[src/hdl/sbe_pkg.sv]
`timescale 1ns / 1ps
package sbe_pkg;

    localparam int STACK_DEPTH_DEF = 64;
    localparam int MAX_VARS_DEF    = 16;
    localparam int WORD_W          = 32;

    localparam logic [7:0] OP_NOOP    = 8'd0;
    localparam logic [7:0] OP_ADD     = 8'd1;
    localparam logic [7:0] OP_SUB     = 8'd2;
    localparam logic [7:0] OP_MUL     = 8'd3;
    localparam logic [7:0] OP_DIV     = 8'd4;
    localparam logic [7:0] OP_MOD     = 8'd5;
    localparam logic [7:0] OP_AND     = 8'd6;
    localparam logic [7:0] OP_OR      = 8'd7;
    localparam logic [7:0] OP_XOR     = 8'd8;
    localparam logic [7:0] OP_RSH     = 8'd9;
    localparam logic [7:0] OP_LSH     = 8'd10;
    localparam logic [7:0] OP_PUSH    = 8'd11;
    localparam logic [7:0] OP_POP     = 8'd12;
    localparam logic [7:0] OP_LOAD    = 8'd13;
    localparam logic [7:0] OP_STORE   = 8'd14;
    localparam logic [7:0] OP_GPIOIN  = 8'd15;
    localparam logic [7:0] OP_GPIOOUT = 8'd16;
    localparam logic [7:0] OP_PRINT   = 8'd17;
    localparam logic [7:0] OP_RETURN  = 8'd18;
    localparam logic [7:0] OP_SLEEP   = 8'd19;

    localparam logic [3:0] K_OK      = 4'd0;
    localparam logic [3:0] K_EMPTY   = 4'd1;
    localparam logic [3:0] K_FULL    = 4'd2;
    localparam logic [3:0] K_DIVZ    = 4'd3;
    localparam logic [3:0] K_INDEX   = 4'd4;
    localparam logic [3:0] K_UNKNOWN = 4'd5;
    localparam logic [3:0] K_GPIO    = 4'd6;
    localparam logic [3:0] K_SLEEP   = 4'd7;
    localparam logic [3:0] K_CHAR    = 4'd8;
    localparam logic [3:0] K_RET     = 4'd9;

    typedef enum logic [3:0] {
        ST_IDLE,
        ST_RD_A,
        ST_RD_B,
        ST_WAIT_B,
        ST_EXEC,
        ST_DIV,
        ST_DIV_FIX,
        ST_PUSH,
        ST_PRINT_RD,
        ST_PRINT_OUT,
        ST_CLEAR,
        ST_OUT
    } state_t;

endpackage

[src/hdl/sbe_ram.sv]
`timescale 1ns / 1ps
module sbe_ram #(
    parameter int WIDTH = 32,
    parameter int DEPTH = 64
) (
    input  logic                     aclk,
    input  logic                     we,
    input  logic [$clog2(DEPTH)-1:0] waddr,
    input  logic [WIDTH-1:0]         wdata,
    input  logic [$clog2(DEPTH)-1:0] raddr,
    output logic [WIDTH-1:0]         rdata
);

    logic [WIDTH-1:0] mem [DEPTH];

    always_ff @(posedge aclk) begin
        if (we) begin
            mem[waddr] <= wdata;
        end
        rdata <= mem[raddr];
    end

endmodule

[src/hdl/sbe_divider.sv]
`timescale 1ns / 1ps
module sbe_divider (
    input  logic        aclk,
    input  logic        aresetn,
    input  logic        start,
    input  logic [31:0] dividend,
    input  logic [31:0] divisor,
    output logic        busy,
    output logic [31:0] quotient,
    output logic [31:0] remainder
);

    logic [5:0]  cnt_reg, cnt_next;
    logic [31:0] q_reg, q_next;
    logic [31:0] r_reg, r_next;
    logic [31:0] d_reg, d_next;
    logic [32:0] trial;

    assign trial = {r_reg, q_reg[31]} - {1'b0, d_reg};

    always_comb begin
        cnt_next = cnt_reg;
        q_next   = q_reg;
        r_next   = r_reg;
        d_next   = d_reg;
        if (start) begin
            cnt_next = 6'd32;
            q_next   = dividend;
            r_next   = '0;
            d_next   = divisor;
        end else if (cnt_reg != 6'd0) begin
            cnt_next = cnt_reg - 6'd1;
            if (!trial[32]) begin
                r_next = trial[31:0];
                q_next = {q_reg[30:0], 1'b1};
            end else begin
                r_next = {r_reg[30:0], q_reg[31]};
                q_next = {q_reg[30:0], 1'b0};
            end
        end
    end

    always_ff @(posedge aclk) begin
        if (!aresetn) begin
            cnt_reg <= '0;
        end else begin
            cnt_reg <= cnt_next;
        end
        q_reg <= q_next;
        r_reg <= r_next;
        d_reg <= d_next;
    end

    assign busy      = (cnt_reg != 6'd0);
    assign quotient  = q_reg;
    assign remainder = r_reg;

endmodule

[src/hdl/stack_bytecode_executor.sv]
`timescale 1ns / 1ps
// Executes one stack-machine instruction per input beat. The s_ channel carries
// opcode, operand and pin_level; the m_ channel returns kind, value, pin and last,
// one or more beats per instruction, the final one with m_last set.
// The cfg channel writes num_vars, the number of usable local variable slots;
// write it only while the block is idle.
// s_ready is high only while the block is idle, so instructions run one at a time.
// Each instruction steps through the state machine from accept to its result, with
// stack operands read through the registered read port of the stack RAM. DIV and
// MOD also wait on the radix-2 divider. PRINT reads and emits each character popped.
// Errors and RETURN clear the local variables at once and reset the stack count.
// After reset the stack is empty, all variables read 0 and num_vars is 0.
// A result beat is held in an output register until m_ready takes it; the block
// waits there, so a stalled receiver simply stalls the next instruction.
module stack_bytecode_executor #(
    parameter int STACK_DEPTH = sbe_pkg::STACK_DEPTH_DEF,
    parameter int MAX_VARS    = sbe_pkg::MAX_VARS_DEF
) (
    input  logic               aclk,
    input  logic               aresetn,
    input  logic               s_valid,
    output logic               s_ready,
    input  logic [7:0]         s_opcode,
    input  logic [7:0]         s_operand,
    input  logic               s_pin_level,
    output logic               m_valid,
    input  logic               m_ready,
    output logic [3:0]         m_kind,
    output logic signed [31:0] m_value,
    output logic [7:0]         m_pin,
    output logic               m_last,
    input  logic               cfg_valid,
    output logic               cfg_ready,
    input  logic [4:0]         cfg_data
);

    localparam int AW = (STACK_DEPTH > 1) ? $clog2(STACK_DEPTH) : 1;
    localparam int CW = $clog2(STACK_DEPTH + 1);
    localparam int VW = (MAX_VARS > 1) ? $clog2(MAX_VARS) : 1;
    localparam int LW = $clog2(MAX_VARS + 1);

    sbe_pkg::state_t state_reg, state_next;

    logic [CW-1:0] cnt_reg, cnt_next;
    logic [7:0]    op_reg, op_next;
    logic [7:0]    imm_reg, imm_next;
    logic          lvl_reg, lvl_next;
    logic [31:0]   a_reg, a_next;
    logic [31:0]   b_reg, b_next;
    logic [31:0]   r_reg, r_next;
    logic [4:0]    nv_reg;
    logic [31:0]   vars_reg [MAX_VARS];
    logic [MAX_VARS-1:0] vvalid_reg, vvalid_next;
    logic          vwe;
    logic [VW-1:0] vidx;

    logic [3:0]    okind_reg, okind_next;
    logic [31:0]   oval_reg, oval_next;
    logic [7:0]    opin_reg, opin_next;
    logic          olast_reg, olast_next;
    logic          top_reg, top_next;

    logic          ram_we;
    logic [AW-1:0] ram_waddr, ram_raddr;
    logic [31:0]   ram_wdata, ram_rdata;

    logic          div_start, div_busy;
    logic [31:0]   div_q, div_r;

    logic [LW-1:0] limit;
    logic          idx_bad;
    logic [31:0]   alu;
    logic [31:0]   var_rd;

    sbe_ram #(.WIDTH(32), .DEPTH(1 << AW)) u_stack (
        .aclk  (aclk),
        .we    (ram_we),
        .waddr (ram_waddr),
        .wdata (ram_wdata),
        .raddr (ram_raddr),
        .rdata (ram_rdata)
    );

    sbe_divider u_div (
        .aclk      (aclk),
        .aresetn   (aresetn),
        .start     (div_start),
        .dividend  (b_reg[31] ? (32'd0 - b_reg) : b_reg),
        .divisor   (a_reg[31] ? (32'd0 - a_reg) : a_reg),
        .busy      (div_busy),
        .quotient  (div_q),
        .remainder (div_r)
    );

    assign limit = ({27'd0, nv_reg} < 32'(MAX_VARS)) ? LW'(nv_reg) : LW'(MAX_VARS);
    assign idx_bad = ({1'b0, imm_reg} >= 9'(limit));
    assign vidx = VW'(imm_reg);
    assign var_rd = vvalid_reg[vidx] ? vars_reg[vidx] : 32'd0;

    always_comb begin
        case (op_reg)
            sbe_pkg::OP_ADD: alu = b_reg + a_reg;
            sbe_pkg::OP_SUB: alu = b_reg - a_reg;
            sbe_pkg::OP_MUL: alu = b_reg * a_reg;
            sbe_pkg::OP_AND: alu = b_reg & a_reg;
            sbe_pkg::OP_OR:  alu = b_reg | a_reg;
            sbe_pkg::OP_XOR: alu = b_reg ^ a_reg;
            sbe_pkg::OP_RSH: alu = 32'($signed(b_reg) >>> a_reg[4:0]);
            sbe_pkg::OP_LSH: alu = b_reg << a_reg[4:0];
            default:         alu = 32'd0;
        endcase
    end

    assign ram_raddr = AW'(cnt_reg - CW'(1));

    // Next state and datapath.
    always_comb begin
        state_next  = state_reg;
        cnt_next    = cnt_reg;
        op_next     = op_reg;
        imm_next    = imm_reg;
        lvl_next    = lvl_reg;
        a_next      = a_reg;
        b_next      = b_reg;
        r_next      = r_reg;
        vvalid_next = vvalid_reg;
        okind_next  = okind_reg;
        oval_next   = oval_reg;
        opin_next   = opin_reg;
        olast_next  = olast_reg;
        top_next    = top_reg;
        ram_we      = 1'b0;
        ram_waddr   = AW'(cnt_reg);
        ram_wdata   = r_reg;
        div_start   = 1'b0;
        vwe         = 1'b0;
        case (state_reg)
            sbe_pkg::ST_IDLE: begin
                if (s_valid) begin
                    op_next    = s_opcode;
                    imm_next   = s_operand;
                    lvl_next   = s_pin_level;
                    opin_next  = 8'd0;
                    olast_next = 1'b1;
                    top_next   = 1'b0;
                    state_next = sbe_pkg::ST_RD_A;
                end
            end
            sbe_pkg::ST_RD_A: begin
                // Decode; the RAM is reading the current top.
                state_next = sbe_pkg::ST_OUT;
                okind_next = sbe_pkg::K_OK;
                oval_next  = 32'd0;
                top_next   = 1'b1;
                if (op_reg >= sbe_pkg::OP_ADD && op_reg <= sbe_pkg::OP_LSH) begin
                    top_next = 1'b0;
                    if (cnt_reg < CW'(2)) begin
                        okind_next = sbe_pkg::K_EMPTY;
                        state_next = sbe_pkg::ST_CLEAR;
                    end else begin
                        cnt_next   = cnt_reg - CW'(1);
                        state_next = sbe_pkg::ST_RD_B;
                    end
                end else begin
                    case (op_reg)
                        sbe_pkg::OP_NOOP: ;
                        sbe_pkg::OP_PUSH, sbe_pkg::OP_GPIOIN, sbe_pkg::OP_LOAD: begin
                            top_next = 1'b0;
                            r_next = (op_reg == sbe_pkg::OP_PUSH) ? {24'd0, imm_reg} :
                                     (op_reg == sbe_pkg::OP_GPIOIN) ? {31'd0, lvl_reg} :
                                     var_rd;
                            if (op_reg == sbe_pkg::OP_LOAD && idx_bad) begin
                                okind_next = sbe_pkg::K_INDEX;
                                state_next = sbe_pkg::ST_CLEAR;
                            end else if (cnt_reg >= CW'(STACK_DEPTH)) begin
                                okind_next = sbe_pkg::K_FULL;
                                state_next = sbe_pkg::ST_CLEAR;
                            end else begin
                                state_next = sbe_pkg::ST_PUSH;
                            end
                        end
                        sbe_pkg::OP_STORE: begin
                            if (idx_bad) begin
                                okind_next = sbe_pkg::K_INDEX;
                                top_next   = 1'b0;
                                state_next = sbe_pkg::ST_CLEAR;
                            end else if (cnt_reg == CW'(0)) begin
                                okind_next = sbe_pkg::K_EMPTY;
                                top_next   = 1'b0;
                                state_next = sbe_pkg::ST_CLEAR;
                            end else begin
                                cnt_next   = cnt_reg - CW'(1);
                                state_next = sbe_pkg::ST_WAIT_B;
                            end
                        end
                        sbe_pkg::OP_POP, sbe_pkg::OP_GPIOOUT, sbe_pkg::OP_RETURN,
                        sbe_pkg::OP_SLEEP: begin
                            if (cnt_reg == CW'(0)) begin
                                okind_next = sbe_pkg::K_EMPTY;
                                top_next   = 1'b0;
                                state_next = sbe_pkg::ST_CLEAR;
                            end else begin
                                cnt_next   = cnt_reg - CW'(1);
                                state_next = sbe_pkg::ST_WAIT_B;
                            end
                        end
                        sbe_pkg::OP_PRINT: begin
                            top_next = 1'b0;
                            if (cnt_reg == CW'(0)) begin
                                state_next = sbe_pkg::ST_OUT;
                            end else begin
                                cnt_next   = cnt_reg - CW'(1);
                                state_next = sbe_pkg::ST_PRINT_RD;
                            end
                        end
                        default: begin
                            okind_next = sbe_pkg::K_UNKNOWN;
                            top_next   = 1'b0;
                            state_next = sbe_pkg::ST_CLEAR;
                        end
                    endcase
                end
            end
            sbe_pkg::ST_RD_B: begin
                a_next     = ram_rdata;
                state_next = sbe_pkg::ST_WAIT_B;
            end
            sbe_pkg::ST_WAIT_B: begin
                // Popped word for unary pops, or b for binary operations.
                top_next = 1'b0;
                if (op_reg >= sbe_pkg::OP_ADD && op_reg <= sbe_pkg::OP_LSH) begin
                    b_next     = ram_rdata;
                    cnt_next   = cnt_reg - CW'(1);
                    state_next = sbe_pkg::ST_EXEC;
                end else begin
                    a_next     = ram_rdata;
                    state_next = sbe_pkg::ST_OUT;
                    case (op_reg)
                        sbe_pkg::OP_POP: begin
                            top_next   = 1'b1;
                        end
                        sbe_pkg::OP_STORE: begin
                            vwe        = 1'b1;
                            top_next   = 1'b1;
                            vvalid_next[vidx] = 1'b1;
                        end
                        sbe_pkg::OP_GPIOOUT: begin
                            okind_next = sbe_pkg::K_GPIO;
                            oval_next  = {31'd0, ram_rdata != 32'd0};
                            opin_next  = imm_reg;
                        end
                        sbe_pkg::OP_SLEEP: begin
                            okind_next = sbe_pkg::K_SLEEP;
                            oval_next  = ram_rdata;
                        end
                        default: begin
                            okind_next  = sbe_pkg::K_RET;
                            oval_next   = ram_rdata;
                            cnt_next    = '0;
                            vvalid_next = '0;
                        end
                    endcase
                end
            end
            sbe_pkg::ST_EXEC: begin
                if (op_reg == sbe_pkg::OP_DIV || op_reg == sbe_pkg::OP_MOD) begin
                    if (a_reg == 32'd0) begin
                        okind_next = sbe_pkg::K_DIVZ;
                        state_next = sbe_pkg::ST_CLEAR;
                    end else begin
                        div_start  = 1'b1;
                        state_next = sbe_pkg::ST_DIV;
                    end
                end else begin
                    r_next     = alu;
                    state_next = sbe_pkg::ST_PUSH;
                end
            end
            sbe_pkg::ST_DIV: begin
                if (!div_busy) begin
                    state_next = sbe_pkg::ST_DIV_FIX;
                end
            end
            sbe_pkg::ST_DIV_FIX: begin
                if (op_reg == sbe_pkg::OP_DIV) begin
                    r_next = (a_reg[31] ^ b_reg[31]) ? (32'd0 - div_q) : div_q;
                end else begin
                    r_next = b_reg[31] ? (32'd0 - div_r) : div_r;
                end
                state_next = sbe_pkg::ST_PUSH;
            end
            sbe_pkg::ST_PUSH: begin
                ram_we     = 1'b1;
                cnt_next   = cnt_reg + CW'(1);
                okind_next = sbe_pkg::K_OK;
                oval_next  = r_reg;
                top_next   = 1'b0;
                state_next = sbe_pkg::ST_OUT;
            end
            sbe_pkg::ST_PRINT_RD: begin
                a_next     = ram_rdata;
                state_next = sbe_pkg::ST_PRINT_OUT;
            end
            sbe_pkg::ST_PRINT_OUT: begin
                okind_next = sbe_pkg::K_CHAR;
                oval_next  = {24'd0, a_reg[7:0]};
                olast_next = (a_reg[7:0] == 8'd0) || (cnt_reg == CW'(0));
                state_next = sbe_pkg::ST_OUT;
            end
            sbe_pkg::ST_CLEAR: begin
                cnt_next    = '0;
                vvalid_next = '0;
                oval_next   = 32'd0;
                top_next    = 1'b0;
                state_next  = sbe_pkg::ST_OUT;
            end
            sbe_pkg::ST_OUT: begin
                top_next = 1'b0;
                if (top_reg) begin
                    oval_next = (cnt_reg == CW'(0)) ? 32'd0 : ram_rdata;
                end else if (m_ready) begin
                    if (olast_reg) begin
                        state_next = sbe_pkg::ST_IDLE;
                    end else begin
                        cnt_next   = cnt_reg - CW'(1);
                        state_next = sbe_pkg::ST_PRINT_RD;
                    end
                end
            end
            default: state_next = sbe_pkg::ST_IDLE;
        endcase
    end

    // Handshake outputs.
    always_comb begin
        s_ready   = (state_reg == sbe_pkg::ST_IDLE);
        cfg_ready = (state_reg == sbe_pkg::ST_IDLE);
        m_valid   = (state_reg == sbe_pkg::ST_OUT) && !top_reg;
    end

    assign m_kind  = okind_reg;
    assign m_value = oval_reg;
    assign m_pin   = opin_reg;
    assign m_last  = olast_reg;

    always_ff @(posedge aclk) begin
        if (!aresetn) begin
            state_reg  <= sbe_pkg::ST_IDLE;
            cnt_reg    <= '0;
            nv_reg     <= '0;
            vvalid_reg <= '0;
            top_reg    <= 1'b0;
        end else begin
            state_reg  <= state_next;
            cnt_reg    <= cnt_next;
            vvalid_reg <= vvalid_next;
            top_reg    <= top_next;
            if (cfg_valid && cfg_ready) begin
                nv_reg <= cfg_data;
            end
        end
        op_reg    <= op_next;
        imm_reg   <= imm_next;
        lvl_reg   <= lvl_next;
        a_reg     <= a_next;
        b_reg     <= b_next;
        r_reg     <= r_next;
        okind_reg <= okind_next;
        oval_reg  <= oval_next;
        opin_reg  <= opin_next;
        olast_reg <= olast_next;
        if (vwe) begin
            vars_reg[vidx] <= a_next;
        end
    end

endmodule

[config.mk]
export PLATFORM = sky130hd
export DESIGN_NAME = stack_bytecode_executor
export DESIGN_NICKNAME = d
export VERILOG_FILES = /design/src/hdl/sbe_pkg.sv /design/src/hdl/sbe_ram.sv /design/src/hdl/sbe_divider.sv /design/src/hdl/stack_bytecode_executor.sv
export SDC_FILE = /design/constraint.sdc
export NUM_CORES = 2
export LEC_CHECK = 0
export BUFFER_PORTS_ARGS = -buffer_cell sky130_fd_sc_hd__buf_2
export CAP_MARGIN = 10
export CORE_MARGIN = 8
export CORE_UTILIZATION = 50
export DETAILED_ROUTE_END_ITERATION = 16
export GPL_TIMING_DRIVEN = 1
export PLACE_DENSITY_LB_ADDON = 0.08
export SKIP_LAST_GASP = 1
export SYNTH_ARGS = -nofsm -noshare
export SYNTH_HDL_FRONTEND = slang
export SYNTH_HIERARCHICAL = 1
export SYNTH_SLANG_ARGS = --single-unit
export TNS_END_PERCENT = 5
[constraint.sdc]
create_clock -name aclk -period 10.75 [get_ports aclk]
set_input_delay 1.6125 -clock aclk [delete_from_list [all_inputs] [get_ports aclk]]
set_output_delay 1.6125 -clock aclk [all_outputs]
set_load 0.02 [all_outputs]
# [Word level (Yosys, flattened, before mapping)]
# Memory sizes are Yosys's and may differ from the RTL's. A register that Yosys moved wholly into a read port is not among the register bits.
# Index checks and enable logic that the tools add are counted.
[op_classes] multipliers=1 add_sub_neg=10 n_eq_ne=49 order_cmp=8 mux=100 n_reduce_logical=47 shifts=2 n_bitwise=6
[ops] op="two-way mux 32 bit" count=17
[ops] op="case mux 32 bit (8 select lines)" count=1
[ops] op="case mux 32 bit (5 select lines)" count=1
[ops] op="case mux 32 bit (2 select lines)" count=2
[ops] op="subtractor 1 x 32 -> 32 bit, first input constant" count=4
[ops] op="case mux 32 bit (3 select lines)" count=1
[ops] op="two-way mux 4 bit" count=19
[ops] op="== test 8 x 4 -> 1 bit, second input constant" count=8
[ops] op="case mux 16 bit (2 select lines)" count=2
[ops] op="two-way mux 7 bit" count=9
[ops] op="case mux 4 bit (10 select lines)" count=1
[ops] op="case mux 4 bit (5 select lines)" count=2
[ops] op="case mux 7 bit (5 select lines)" count=1
[ops] op="subtractor 33 x 32 -> 33 bit" count=1
[ops] op="adder 32 bit" count=1
[ops] op="bitwise AND 32 bit" count=1
[ops] op="== test 8 x 3 -> 1 bit, second input constant" count=4
[ops] op="== test 8 x 5 -> 1 bit, second input constant" count=4
[ops] op="zero test 32 bit" count=1
[ops] op="multiplier 32 x 32 -> 32 bit" count=1
[ops] op="OR 32 bit" count=1
[ops] op="nonzero test 32 bit" count=1
[ops] op="left shift 32 x 5 -> 32 bit" count=1
[ops] op=">>> shifter 32 x 5 -> 32 bit" count=1
[ops] op="other kinds (63)" count=138
[totals] memories=2 input_bits=27 output_inout_bits=48 ram_bits=2560 register_bits=293 wordCells=246
[mem_list] memory="u_stack.mem" words=64 width=32 read_ports=1 rd_clocked_by_memory_dff=1 wr=1 line_no="sbe_ram.sv:14" text="logic [WIDTH-1:0] mem [DEPTH];"
[mem_list] memory="vars_reg" words=16 width=32 read_ports=1 rd_clocked_by_memory_dff=1 wr=1 line_no="stack_bytecode_executor.sv:52" text="logic [31:0] vars_reg [MAX_VARS];"

# [Depth between registers and ports, before layout]
[logic_depth] ltp_word=8 ltp_mapped=31 ltp_nobuf=27

# [By module]
# The synthesis kept the hierarchy.
[by_module_without_submodules] mod="sbe_ram" area_per_inst_um2=79039.6 seq_area_each_um2=62139.6 cells_each=3511 n_inst=1
[by_module_without_submodules] mod="stack_bytecode_executor" area_per_inst_um2=52775.6 seq_area_each_um2=20539.7 cells_each=4725 n_inst=1
[by_module_without_submodules] mod="sbe_divider" area_per_inst_um2=6188.4 seq_area_each_um2=2682.6 cells_each=616 n_inst=1

# [Worst setup path after synthesis]
# No wires, ideal clock.
[synth_path] kind="flip-flop to flip-flop" startpoint="register a_reg[2]" endpoint="register r_reg[31] (data pin)" path_stages_with_launch=30 setup_ns=0.284 path_buffers=4 path_slack_ns=2.621 required_ns=10.466 synth_period_minus_slack_ns=8.129 arrival_ns=7.845 cell_sequence="dfxtp_1 clkbuf_1 inv_2 buf_1 clkbuf_1 buf_1 nor2_1 fa_1 inv_1 fa_1 fa_1 fa_1 inv_1 fa_1 inv_1 fa_1 inv_1 fa_1 fa_1 ha_1 a21oi_1 o21ai_0 a211oi_1 o21ai_0 o31ai_1 a31oi_1 xnor2_1 nor2_1 a2111oi_0 o221ai_1"
[synth_via] elab_chain_cells=4 elab_cells_between_ends=8 cone_classes="2 x add/sub; 1 x mul; 2 x shift; 3 x mux"
[synth_lines] item="start, declared" line_no="stack_bytecode_executor.sv:48" text="logic [31:0] a_reg, a_next;"
[synth_lines] item="start signal, assigned" line_no="stack_bytecode_executor.sv:365" text="a_reg <= a_next;"
[synth_lines] item="multiplier 32 x 32 -> 32 bit, or another cell as far along" line_no="stack_bytecode_executor.sv:104" text="sbe_pkg::OP_MUL: alu = b_reg * a_reg;"
[synth_lines] item="case mux 32 bit (8 select lines) (*)" line_no="stack_bytecode_executor.sv:101" text="case (op_reg)"
[synth_lines] item="two-way mux 32 bit (*)" line_no="stack_bytecode_executor.sv:266" text="if (op_reg == sbe_pkg::OP_DIV || op_reg == sbe_pkg::OP_MOD) begin"
[synth_lines] item="case mux 32 bit (3 select lines) (*)" line_no="stack_bytecode_executor.sv:137" text="case (state_reg)"
[synth_lines] item="via r_next[31]" line_no="stack_bytecode_executor.sv:50" text="logic [31:0] r_reg, r_next;"
[synth_lines] item="end signal, assigned" line_no="stack_bytecode_executor.sv:367" text="r_reg <= r_next;"
[synth_lines] item="end, declared" line_no="stack_bytecode_executor.sv:50"
# Mark *: on every way through the listed nets, which the timed path passes. The rest lies on a longest branch. The select of a mux whose other input is x is not followed.
# A chain may end at the register's enable or synchronous reset.

# [Worst setup path after layout]
[layout_path] startpoint="register a_reg[10]" endpoint="register r_reg[31] (data pin)"
[layout_via] elab_chain_cells=4 elab_cells_between_ends=6 cone_classes="2 x add/sub; 1 x mul; 3 x mux"
[layout_lines] item="multiplier 32 x 32 -> 32 bit, or another cell as far along" line_no="stack_bytecode_executor.sv:104"
[layout_lines] item="case mux 32 bit (8 select lines) (*)" line_no="stack_bytecode_executor.sv:101"
[layout_lines] item="two-way mux 32 bit (*)" line_no="stack_bytecode_executor.sv:266"
[layout_lines] item="case mux 32 bit (3 select lines) (*)" line_no="stack_bytecode_executor.sv:137"
[layout_lines] item="via r_next[31]" line_no="stack_bytecode_executor.sv:50"
# Marks and branches as above.

==> impl_metrics.ini <==
[route]
route.detailed.drc = 0
wl_um = 458000
ant_nets = 0
drt_iter0_drc = 10327
viasPerCell = 6.43
dr.pass1.iters = 8
avgRoutedWirePerCell_um = 35.3
vias = 83469

[timing]
clock_skew_ns = 0.0645
setup_viol = 0
hold_viol = 0
finalCritPeriodShare_pct = 91.5
rsz0062_at_grt = no
fmax_mhz = 102
layout_setup_ws_ns = 0.918
max_slew_margin_pct = 12.6
min_period_ns = 9.83
report.final.slew_viol_count = 0
tightest_slew_ns = 1.30
timing.setup.tns_ns = 0

[clock_tree]
cts_setup_buffers = 0
cts_root_buffer = clkbuf_16
cts_resized = 0
clk_latency_ns = 0.91
cts_hold_buf = 0
cts_tree = built
clockBufferDepth = 4
clock-sinks = 2889
clk_transition_reported_paths_ns = 0.06
cts_max_level = 5
cts_buffers = 307

[logic_synthesis]
ys_warn_count = 6
synth_nets = 9554
synthFlopType = edfxtp_1
synthCells = 8852
ys_seq_elements = 2889
synth_cell_type_count = 104
ys_seq_area_share_pct = 61.9
synth.cell_area_mm2 = 0.138
ys_async_sr_fraction_pct = 0
synth_edf_count = 2750
syn_avg_cell_area_um2 = 15.6

[floorplan]
core_area_mm2 = 0.276
dieArea_mm2 = 0.293
ios = 75
rows = 193
die_h_um = 541
die_w_um = 541
initial_core_util_pct = 50.1

[global_route]
grt_pass1_vias = 83188
grt_overflow_total = 0
grt_pass1_wl_um = 643000
grt_max_degree = 98
grt_use_total_pct = 30.8
antenna_found_initial = 26

[setup_path]
critPathMaxFanout = 17
cp.arrival_ns = 10.41
cp_cell_sequence = inv_1, nor2_1, fa_1, fa_1, inv_1, fa_1, fa_1, inv_1, fa_1, fa_1, fa_1, fa_1, ha_1, nand3_1, a211oi_1, o31ai_1, a31oi_1, xnor2_1, nor2_1, a2111oi_0, o221ai_1
start_kind = flop
critPathRequiredTime_ns = 11.33
endpoint_kind = flop
timing_worst_setup_path_type = flop to flop
cp_common_cell = fa_1
critPathMaxStageDelay_ns = 0.92
crit_slowest_cell = dfxtp_1

[worst_hold_path]
hp-class = flop to flop

[status]
status = complete, no violations

[placement]
numPortBuffers = 74
dp_slack_ns = 1.27
gp_congestion = 1.01
hpwl_um = 293000
dp.cells = 12388

[final_layout]
syn_to_final_growth_pct = 11.2
fin_cells = 12972
drive_gt1_share_pct = 18.6
final_cell_mix = edfxtp_1 (2,750), mux4_2 (660), nor2_1 (616), nand2_1 (573), inv_1 (501)
layout_commonest_cell = edfxtp_1
nets = 9699
largest_reg_flops = 2048

[job]
maxCapViolations = 0
[through the flow]
stage	util, %	hold slack (ns)	area, um^2
final	55.7	0.471	154000
after CTS	55.7	0.474	153000
after global placement	52.1	0.443	144000
after detailed placement	52.1	0.458	144000
after global routing	55.7	0.489	153000
after floorplan	-	0.431	138000
[metal layers]
metal  vias to the layer above  track usage (%)  part of all wire [%]
li1                      34194                -                     -
met1                     44174             41.6                    39
met2                      4213             48.3                    46
met3                       880             5.98                   8.6
met4                         8             14.8                   5.8
met5                         -                0                 0.013
[cells in the mapped netlist (28+ instances only)]
cell type | number | area (um^2)
a21oi_1 | 204 | 1020
clkbuf_1 | 329 | 1230
edfxtp_1 | 2750 | 82600
inv_1 | 506 | 1900
fa_1 | 410 | 8210
o211ai_1 | 41 | 308
mux4_2 | 660 | 14900
a211oi_1 | 63 | 473
nand2b_1 | 50 | 313
o31ai_1 | 55 | 413
buf_2 | 58 | 290
buf_6 | 38 | 428
nor2b_1 | 38 | 238
nand2_1 | 573 | 2150
mux2_2 | 39 | 439
a22o_1 | 38 | 333
or3_1 | 39 | 244
nor3_1 | 80 | 400
o22ai_1 | 58 | 363
o21ai_0 | 267 | 1340
a31oi_1 | 48 | 300
o221ai_1 | 32 | 280
xor2_1 | 78 | 683
ha_1 | 265 | 3320
nand3_1 | 104 | 521
nor2_1 | 698 | 2620
dfxtp_1 | 139 | 2780
nor4_1 | 31 | 194
mux2i_1 | 247 | 2470
buf_1 | 68 | 255
a221oi_1 | 38 | 333
xnor2_1 | 195 | 1710
buf_4 | 31 | 233
a22oi_1 | 135 | 1010
and3_1 | 28 | 175
[area by class of cell]
type	instances	area [um^2]
multi-input combinational	4893	48900
antenna	27	67.6
clock buffer	376	8070
fill	21927	122000
tap	3705	4640
timing repair buffer	372	2730
inverter	534	2020
clock inverter	176	1680
sequential	2889	85400
[worst paths after layout]
check | from | to | slack (ns) | depth (start not counted)
setup / recovery | a_reg[10] | r_reg[31] | 0.92 | 21
hold / removal | vvalid_reg[5] | vvalid_reg[5] | 0.47 | 2
setup reg to reg | a_reg[10] | r_reg[31] | 0.92 | 21
hold reg to reg | vvalid_reg[5] | vvalid_reg[5] | 0.47 | 2
[critical path, delay by kind of cell, from the launching register on]
kind	cells	cell delay, ns
and+or+nand+nor	3	0.70
buffers and inverters	3	0.78
adders and majority gates	9	4.70
xor gates and xnor gates	1	0.30
AOI/OAI and AO/OA	5	2.11
DFF	1	0.92
[kinds of logic (layout without fill, tap and decap cells)]
logic type	count (synthesis)	count (layout)	share of synthesized area (%)
flops	2889	2889	61.9
simple gates	1753	1753	5.58
compound gates	1243	1243	6.22
buf+inv	1070	1458	3.33
mux	946	946	12.9
fa+ha+maj	675	675	8.35
xor+xnor	276	276	1.78
other cells	0	27	0
Power is not shown: default switching activity piles up to over one toggle a cycle in this logic, so the estimate is an artifact.
